`src/hdl/rcpg_pkg.sv`:
```
// shared types and constants for the raster am carrier pattern generator
package rcpg_pkg;

   localparam int PHASE_BITS = 32;
   localparam int COUNT_BITS = 12;
   localparam int REG_BITS   = 12;
   localparam int WORD_BITS  = 32;
   localparam int CSR_ADDR_BITS = 3;

   typedef enum logic [CSR_ADDR_BITS-1:0] {
      CSR_CARRIER_INC = 3'd0,
      CSR_TONE_INC    = 3'd1,
      CSR_LINE_TOTAL  = 3'd2,
      CSR_ACTIVE_W    = 3'd3,
      CSR_ACTIVE_L    = 3'd4,
      CSR_FG_COLOR    = 3'd5
   } csr_index_type;

   typedef struct packed {
      logic [WORD_BITS-1:0] carrier_increment;
      logic [WORD_BITS-1:0] tone_increment;
      logic [REG_BITS-1:0]  line_total;
      logic [REG_BITS-1:0]  active_width;
      logic [REG_BITS-1:0]  active_lines;
      logic [WORD_BITS-1:0] fg_color;
   } config_type;

   typedef struct packed {
      logic [WORD_BITS-1:0] pixel_color;
      logic                 visible;
      logic                 frame_end;
   } result_type;

endpackage

```
`src/hdl/raster_am_carrier_pattern_gen_unit.sv`:
```
// top level of the raster am carrier pattern generator with register file and output buffer
//
// one request is one pixel-clock tick of a raster line, blanking included, and
// yields one response with that tick's colour. a request is taken every cycle
// (req_tready stays high unless two responses are already held); the response
// appears from an output register. the pattern is set by two 32-bit phase
// accumulators that count pixel time from frame start: at the first tick of
// each line the tone phase top bit decides whether the whole line is dark, and
// on visible pixels of a lit line the carrier phase top bit selects fg_color or
// black. after active_lines lines the frame ends (rsp_tlast), and the phases
// and counters restart; req_tdata bit 0 (restart) does the same before the
// tick. the user must write registers through csr_we/csr_addr/csr_wdata only
// while the block is idle; the block itself does not enforce this. line_total
// and active_lines of zero act as one; an active_width above line_total is clamped.
module raster_am_carrier_pattern_gen_unit (
   input  logic        clock,
   input  logic        reset,
   // request channel
   input  logic        req_tvalid,
   output logic        req_tready,
   input  logic [7:0]  req_tdata,   // [0] restart, [7:1] zero
   // response channel
   output logic        rsp_tvalid,
   input  logic        rsp_tready,
   output logic [31:0] rsp_tdata,   // [31:0] pixel_color
   output logic        rsp_tuser,   // [0] visible
   output logic        rsp_tlast,   // frame_end
   // register write port
   input  logic        csr_we,
   input  logic [rcpg_pkg::CSR_ADDR_BITS-1:0] csr_addr,
   input  logic [31:0] csr_wdata
);

   rcpg_pkg::config_type cfg_ff;
   rcpg_pkg::result_type result;
   rcpg_pkg::result_type out_ff, out_in;
   rcpg_pkg::result_type skid_ff, skid_in;
   logic                 out_valid_ff, out_valid_in;
   logic                 skid_valid_ff, skid_valid_in;
   logic                 accept, out_free;

   // register file, reset values match the documented defaults
   always_ff @(posedge clock) begin
      if (reset) begin
         cfg_ff.carrier_increment <= '0;
         cfg_ff.tone_increment    <= '0;
         cfg_ff.line_total        <= rcpg_pkg::REG_BITS'(1);
         cfg_ff.active_width      <= '0;
         cfg_ff.active_lines      <= rcpg_pkg::REG_BITS'(1);
         cfg_ff.fg_color          <= '1;
      end else if (csr_we) begin
         unique case (csr_addr)
            rcpg_pkg::CSR_CARRIER_INC: cfg_ff.carrier_increment <= csr_wdata;
            rcpg_pkg::CSR_TONE_INC:    cfg_ff.tone_increment    <= csr_wdata;
            rcpg_pkg::CSR_LINE_TOTAL:
               cfg_ff.line_total   <= csr_wdata[rcpg_pkg::REG_BITS-1:0];
            rcpg_pkg::CSR_ACTIVE_W:
               cfg_ff.active_width <= csr_wdata[rcpg_pkg::REG_BITS-1:0];
            rcpg_pkg::CSR_ACTIVE_L:
               cfg_ff.active_lines <= csr_wdata[rcpg_pkg::REG_BITS-1:0];
            rcpg_pkg::CSR_FG_COLOR:    cfg_ff.fg_color          <= csr_wdata;
            default: ;  // unused indexes are ignored
         endcase
      end
   end

   // a request is taken whenever the skid slot is empty
   assign req_tready = !skid_valid_ff;
   assign accept     = req_tvalid && req_tready;

   rcpg_core u_core (
      .clock   (clock),
      .reset   (reset),
      .cfg     (cfg_ff),
      .step    (accept),
      .restart (req_tdata[0]),
      .result  (result)
   );

   // output register with one skid entry behind it
   always_comb begin
      out_free      = !out_valid_ff || rsp_tready;
      out_in        = out_ff;
      out_valid_in  = out_valid_ff;
      skid_in       = skid_ff;
      skid_valid_in = skid_valid_ff;
      if (out_free) begin
         if (skid_valid_ff) begin
            out_in        = skid_ff;
            out_valid_in  = 1'b1;
            skid_valid_in = 1'b0;
         end else begin
            out_in       = result;
            out_valid_in = accept;
         end
      end else if (accept) begin
         // response stalled: park the new one
         skid_in       = result;
         skid_valid_in = 1'b1;
      end
   end

   always_ff @(posedge clock) begin
      if (reset) begin
         out_valid_ff  <= 1'b0;
         skid_valid_ff <= 1'b0;
      end else begin
         out_valid_ff  <= out_valid_in;
         skid_valid_ff <= skid_valid_in;
      end
      out_ff  <= out_in;
      skid_ff <= skid_in;
   end

   assign rsp_tvalid = out_valid_ff;
   assign rsp_tdata  = out_ff.pixel_color;
   assign rsp_tuser  = out_ff.visible;
   assign rsp_tlast  = out_ff.frame_end;

endmodule

```
`src/hdl/rcpg_core.sv`:
```
// raster timing counters, phase accumulators and pixel colour decision
module rcpg_core (
   input  logic                 clock,
   input  logic                 reset,
   input  rcpg_pkg::config_type cfg,
   input  logic                 step,
   input  logic                 restart,
   output rcpg_pkg::result_type result
);

   localparam int PB = rcpg_pkg::PHASE_BITS;
   localparam int CB = rcpg_pkg::COUNT_BITS;

   logic [PB-1:0] carrier_phase_ff, carrier_phase_in;
   logic [PB-1:0] tone_phase_ff, tone_phase_in;
   logic [CB-1:0] column_ff, column_in;
   logic [CB-1:0] line_ff, line_in;
   logic          line_dark_ff, line_dark_in;

   logic [PB-1:0] carrier_cur, tone_cur;
   logic [CB-1:0] column_cur, line_cur;
   logic [CB-1:0] total, lines, width;
   logic          dark, vis, last_col, fend;

   always_comb begin
      // zero totals act as one, active width clamps to the line total
      total = (cfg.line_total == '0) ? CB'(1) : CB'(cfg.line_total);
      lines = (cfg.active_lines == '0) ? CB'(1) : CB'(cfg.active_lines);
      width = (CB'(cfg.active_width) < total) ? CB'(cfg.active_width) : total;

      // restart clears the frame before this tick is evaluated
      carrier_cur = restart ? '0 : carrier_phase_ff;
      tone_cur    = restart ? '0 : tone_phase_ff;
      column_cur  = restart ? '0 : column_ff;
      line_cur    = restart ? '0 : line_ff;

      dark = (column_cur == '0) ? tone_cur[PB-1] : line_dark_ff;
      vis  = column_cur < width;

      // one extra bit so a wrapped counter still reads as past the end
      last_col = ({1'b0, column_cur} + (CB+1)'(1)) >= {1'b0, total};
      fend     = last_col && (({1'b0, line_cur} + (CB+1)'(1)) >= {1'b0, lines});

      result.pixel_color = (vis && !dark && carrier_cur[PB-1]) ? cfg.fg_color : '0;
      result.visible     = vis;
      result.frame_end   = fend;

      carrier_phase_in = carrier_cur + PB'(cfg.carrier_increment);
      tone_phase_in    = tone_cur + PB'(cfg.tone_increment);
      line_dark_in     = dark;
      if (fend) begin
         carrier_phase_in = '0;
         tone_phase_in    = '0;
         column_in        = '0;
         line_in          = '0;
      end else if (last_col) begin
         column_in = '0;
         line_in   = line_cur + CB'(1);
      end else begin
         column_in = column_cur + CB'(1);
         line_in   = line_cur;
      end
   end

   always_ff @(posedge clock) begin
      if (reset) begin
         carrier_phase_ff <= '0;
         tone_phase_ff    <= '0;
         column_ff        <= '0;
         line_ff          <= '0;
         line_dark_ff     <= 1'b0;
      end else if (step) begin
         carrier_phase_ff <= carrier_phase_in;
         tone_phase_ff    <= tone_phase_in;
         column_ff        <= column_in;
         line_ff          <= line_in;
         line_dark_ff     <= line_dark_in;
      end
   end

endmodule
```
`config.mk`:
```
export PLATFORM = sky130hd
export DESIGN_NAME = raster_am_carrier_pattern_gen_unit
export DESIGN_NICKNAME = d
export VERILOG_FILES = /design/src/hdl/rcpg_pkg.sv /design/src/hdl/raster_am_carrier_pattern_gen_unit.sv /design/src/hdl/rcpg_core.sv
export SDC_FILE = /design/constraint.sdc
export NUM_CORES = 1
export LEC_CHECK = 0
export BUFFER_PORTS_ARGS = -buffer_cell sky130_fd_sc_hd__buf_2
export CELL_PAD_IN_SITES_DETAIL_PLACEMENT = 0
export CELL_PAD_IN_SITES_GLOBAL_PLACEMENT = 1
export CORE_ASPECT_RATIO = 1.4
export CORE_MARGIN = 8
export CORE_UTILIZATION = 25
export CTS_CLUSTER_DIAMETER = 80
export CTS_CLUSTER_SIZE = 24
export DETAILED_ROUTE_END_ITERATION = 10
export GPL_TIMING_DRIVEN = 0
export HOLD_SLACK_MARGIN = 0.15
export PLACE_DENSITY = 0.5
export SYNTH_ARGS = -nofsm -noshare
export SYNTH_HDL_FRONTEND = slang
export SYNTH_HIERARCHICAL = 1
export SYNTH_SLANG_ARGS = --single-unit
```
`constraint.sdc`:
```
create_clock -name clock -period 4.5 [get_ports clock]
set_input_delay 0.9 -clock clock [delete_from_list [all_inputs] [get_ports clock]]
set_output_delay 0.9 -clock clock [all_outputs]
set_load 0.01 [all_outputs]
```
; ---- Word level (Yosys, flattened, before mapping)
; Cells that the tools add are included.
; Widths: inputs -> output; s select.
[word_totals]
word_cells = 72
register_bits = 291
[classes]
reduce_logical = 20
n_mux = 17
n_bitwise = 1
addsub = 6
eq_ne = 5
order_cmp = 4
[ops]
columns = op, count
row1 = $mux 32, 5
row2 = $mux 12, 9
row3 = $add 32x32->32, 2
row4 = $logic_not 12->1, 3
row5 = $mux 34, 1
row6 = $add 12x1->13 const B, 2
row7 = $ge 13x12->1, 2
row8 = $add 12x1->12 const B, 2
row9 = $lt 12x12->1, 2
row10 = $reduce_and 2->1, 7
row11 = $eq 3x2->1 const B, 2
row12 = $eq 3x3->1 const B, 2
row13 = $logic_and 1x1->1, 4
row14 = $eq 3x1->1 const B, 1
row15 = $logic_not 1->1, 3
row16 = $logic_not 3->1, 1
row17 = $mux 1, 2
row18 = $reduce_or 2->1, 1
row19 = $logic_or 1x1->1, 1
row20 = $not 1->1, 1

; ---- Depth between registers and ports, before layout
[depth]
ltp_word = 9
mapped_depth = 27

; ---- By module
; Netlist, hierarchy kept.
[by_module_without_submodules]
columns = mod, cells_each, n_inst, area_each_um2, seq_area_each_um2
row1 = rcpg_core, 1097, 1, 8373.0, 1781.7
row2 = raster_am_carrier_pattern_gen_unit, 620, 1, 7830.0, 4724.5

; ---- Worst setup path after synthesis
; OpenSTA, ideal clock, no wires.
[synth_timing]
path_kind = input to register
startpoint = input port rsp_tready
endpoint = register skid_ff[0] (netlist bit) (enable)
required_ns = 4.025
setup_slack_ns = -0.371
t_arrival_ns = 4.397
cell_stages = 2
path_buffers = 0
cell_sequence = nand2b_1 -> nor3b_1
[synth_via]
elab_chain_cells = 3
[synth_rtl]
columns = item, line_no
row1 = "start, declared", raster_am_carrier_pattern_gen_unit.sv:24  ; input logic rsp_tready,
row2 = $logic_or 1x1->1, raster_am_carrier_pattern_gen_unit.sv:82  ; out_free = !out_valid_ff || rsp_tready;
row3 = $not 1->1 (no line), n/a
row4 = $reduce_and 2->1 (no line), n/a
row5 = "end signal, assigned", raster_am_carrier_pattern_gen_unit.sv:112  ; skid_ff <= skid_in;
row6 = "end, declared", raster_am_carrier_pattern_gen_unit.sv:37  ; rcpg_pkg::result_type skid_ff, skid_in;
; No other way between the ends.
; A chain may end at the register's enable or synchronous reset.

; ---- Worst setup path after layout
[layout_timing]
startpoint = input port req_tdata[0]
endpoint = register out_ff (netlist bit rsp_tlast), data pin
[layout_via]
elab_chain_cells = 5
elab_cells_between_ends = 8
cone_classes = add/sub: 2 / order compare: 2 / mux: 3 / reduce/logical: 1
[layout_rtl]
columns = item, line_no
row1 = "start, declared", raster_am_carrier_pattern_gen_unit.sv:21  ; input logic [7:0] req_tdata,
row2 = "$mux 12, on equally long branches", "rcpg_core.sv:34, rcpg_core.sv:35"
row3 = "$add 12x1->13, on equally long branches", "rcpg_core.sv:41, rcpg_core.sv:42"
row4 = "$ge 13x12->1, on equally long branches", "rcpg_core.sv:41, rcpg_core.sv:42"
row5 = $logic_and 1x1->1 (*), rcpg_core.sv:42  ; fend = last_col && (({1'b0, line_cur} + (CB+1)'(1)) >= {1'b0, lines});
row6 = named net u_core.fend, rcpg_core.sv:23  ; logic dark, vis, last_col, fend;
row7 = $mux 34 (*), raster_am_carrier_pattern_gen_unit.sv:88  ; if (skid_valid_ff) begin
row8 = "end signal, assigned", raster_am_carrier_pattern_gen_unit.sv:111  ; out_ff <= out_in;
row9 = "end, declared", raster_am_carrier_pattern_gen_unit.sv:36  ; rcpg_pkg::result_type out_ff, out_in;
; The timed path passes the listed nets; every way through them passes the cells marked *.

==> summary.md <==
| Metric | Value |
|---|---|
| Dominant cell type by area after synthesis | `dfxtp_1` |
| Synthesized area | `16200 µm²` |
| Setup crit end kind | `flip-flop` |
| CP Data Required Time | `4.79 ns` |
| Routed vias | `12246` |
| Ys async rst share | `0%` |
| Pins Over Slew Limit | `0` |
| Post-synth cell types | `74` |
| Post-synth top cells | `dfxtp_1 (223), nand2b_1 (148), nor2_1 (146)` |
| Post-synth EDFFs | `68` |
| ANT nets after route | `0` |
| Final Cycle Share | `96.9%` |
| Die Y | `317 µm` |
| Layout Skew | `0.0218 ns` |
| Post-layout min period | `4.36 ns` |
| Unrepaired setup endpoints after global routing | `true` |
| Crit path max fanout | `5` |
| TritonCTS buffer count | `17` |
| Critical path launch point type | `input port` |
| Int Pwr | `3.77 mW` |
| Mean Syn Cell Area | `9.44 µm²` |
| Rel. slew slack | `39.6%` |
| Highest clock rate | `229 MHz` |
| Core ar. | `64300 µm²` |
| DIE WIDTH | `231 µm` |
| WP data arrival | `4.65 ns` |
| Via/cell ratio | `4.56` |
| Die Area | `73300 µm²` |
| Hold crit path type | `reg -> reg` |
| Clk pwr share | `34.0%` |
| First-pass GRT wire length | `75800 µm` |
| Worst path top cell family by delay | `compound AO/OA/AOI/OAI gates` |
| Fill cell count | `6729` |
| I/O pin count | `84` |
| Pre-CTS setup slack | `-1.78 ns` |
| H-Tree Depth | `1` |
| Number of port buffers | `75` |
| Top-area cell type share of the netlist area | `27.6%` |
| Top cells by area, synth | `dfxtp_1 (28%), edfxtp_1 (13%), mux2i_1 (8.8%)` |
| Switch share | `27.4%` |
| Net switching power | `1.42 mW` |
| Clk sinks | `291` |
| Final setup violation count | `0` |
| Initial antenna violation count | `0` |
| GR Overflow Total | `0` |
| DRC | `0` |
| WL/cell | `18.6 µm` |
| Pwr dens | `277 nW/µm²` |
| Max-capacitance violation count | `0` |
| GRT Total Usage | `13.3%` |
| Clock Latency Late Sink | `0.54 ns` |
| Routability cong. | `0.842` |
| Syn_nets | `1878` |
| IR drop worst, VDD | `256 µV` |
| Synthesis-stage register bit count | `291` |
| Fin cells | `2685` |
| Initial Util | `25.2%` |
| Status | `complete, no violations` |
| Final WL | `49900 µm` |
| # rows | `110` |
| Seq pwr share | `53.3%` |
| Clk root buf | `clkbuf_16` |
| DP HPWL | `38100 µm` |
| Placed Cells | `2635` |
| Count leader, synth | `dfxtp_1` |
| DRT iter0 DRCs | `555` |
| Synth warnings | `6` |
| Layout cells sized above 1 | `13.7%` |
| Logic gate share of total power | `12.7%` |
| Kind of critical path | `in -> reg` |
| Synth Instances | `1717` |
| Buf/Inv on CP | `7` |
| LEAKAGE | `7.86 nW` |
| CTS tree | `yes` |
| Largest net degree at the start of global routing | `26` |
| Fin. Hold Viols | `0` |
| Ant diodes | `0` |
| Final net count | `1997` |
| CTS Buffer Depth | `3` |
| Max incr delay on CP | `0.34 ns` |
| Clock transition at the registers of the reported paths | `0.10 ns` |
| Vias in the first global route | `12502` |
| Slowest cell on crit path | `a221o_1` |
| Main synth FF type | `dfxtp_1` |
| Area growth, synth to finish | `15.8%` |
| Setup ws final | `0.138 ns` |
| Tot Pwr | `5.19 mW` |
| Post-synthesis sequential area ratio | `40.2%` |
| Register area | `6510 µm²` |
| Actual slew at the worst max-slew pin | `0.906 ns` |
| Area of the multi-input gates | `9280 µm²` |
| CP Cell Sequence | `buf_8, clkinvlp_4, nand2_1, inv_1, ha_2, nand4_1, nor3b_2, buf_4, nand3_1, xnor2_1, ha_1, a21o_1, a21o_1, a221o_1, a31o_2, a41oi_4, nand2b_1, buf_6, clkinvlp_4, buf_6, mux2_4` |
| Pre-antenna DRT Iters | `5` |
==> metal layers <==
metal / up-vias / track usage (%) / part of all wire [%] / wire length (µm)
met3: 51 / 1.29 / 2.3 / 1140
met2: 115 / 24.3 / 51 / 25200
met1: 5833 / 16.3 / 45 / 22300
li1: 6247 / - / - / -
met4: 0 / 4.28 / 2.4 / 1220
met5: - / 0 / 0 / 0
==> worst reg2reg max path: cells and delay by family (launching register included) <==
| kind | cells | cell delay, ns |
|---|---|---|
| buf+inv | 4 | 0.66 |
| simple gates | 4 | 0.59 |
| fa+ha+maj | 2 | 0.59 |
| compound gates | 9 | 1.58 |
| flops | 1 | 0.38 |
| mux | 2 | 0.41 |
==> final cells by class <==
type / count / area share (%)
multi-input combinational: 1288 / 49.5
buffer: 83 / 2.79
sequential: 291 / 34.7
timing repair buffer: 103 / 3.57
tap: 840 / 5.60
clock buffer: 23 / 2.39
clock inverter: 5 / 0.427
inverter: 52 / 1.08
==> through the flow <==
stage	TNS, ns	hold WS [ns]	utilization [%]	cell area (µm²)
global route	-0.151	0.476	29.2	18800
floorplan	-0.0337	0.417	-	16300
CTS	0	0.459	28.8	18500
detailed placement	-146.19	0.435	27.6	17800
global placement	-176.65	0.429	27.5	17700
finish	0	0.446	29.2	18800
==> repair_timing <==
action	4_1_cts	5_1_grt
pin swaps	5	13
endpoints found under the setup margin	156	99
gates cloned	0	1
gates resized for setup	45	41
hold buffers	0	0
setup buffers	9	15
==> final timing paths <==
path              slack, ns                        start  cells past startpoint                           to
hold reg to reg        0.45  u_core/carrier_phase_ff[27]                      2  u_core/carrier_phase_ff[27]
setup / recovery       0.14                 req_tdata[0]                     21                    rsp_tlast
hold / removal         0.45  u_core/carrier_phase_ff[27]                      2  u_core/carrier_phase_ff[27]
setup reg to reg       0.16                   cfg_ff[61]                     21                rsp_tdata[22]
==> kinds of logic (layout without fill, tap and decap cells) <==
family / Yosys count / in the layout / synth area share [%]
adder cells (fa/ha/maj): 113 / 113 / 8.82
AO/OA/AOI/OAI: 296 / 296 / 11.5
AND/OR/NAND/NOR: 634 / 634 / 20.7
flip-flops: 291 / 291 / 40.2
buffers and inverters: 138 / 266 / 3.86
multiplexers: 180 / 180 / 11.4
XOR/XNOR: 65 / 65 / 3.51
==> flip-flops by register name, summed over array words and instances (netlist names) <==
register,cells
cfg_ff,132
rsp_tdata,32
rsp_tlast,1
rsp_tuser,1
rsp_tvalid,1
skid_ff,34
skid_valid_ff,1
u_core/carrier_phase_ff,32
u_core/column_ff,12
u_core/line_dark_ff,1
u_core/line_ff,12
u_core/tone_phase_ff,32
==> power by group through the flow <==
stage                     logic (mW)  clock network (mW)  registers (mW)
after floorplan                0.334                   0            2.83
after global placement         0.595                   0            2.83
after detailed placement       0.604                   0            2.83
after CTS                      0.643                1.87            2.77
after global routing           0.714                1.94            2.78
final                          0.659                1.77            2.77
==> cells in the final DEF, fill, tap and decap left out, types with 52 or more instances in the layout <==
master,instances
edfxtp_1,68
nand3_1,52
nor2_1,145
dfxtp_1,222
nand2b_1,146
nor2b_1,76
o21ai_0,53
a21oi_1,94
nand2_1,97
mux2i_1,143
buf_2,91
ha_1,109
Power figures use the tool's default switching activity.
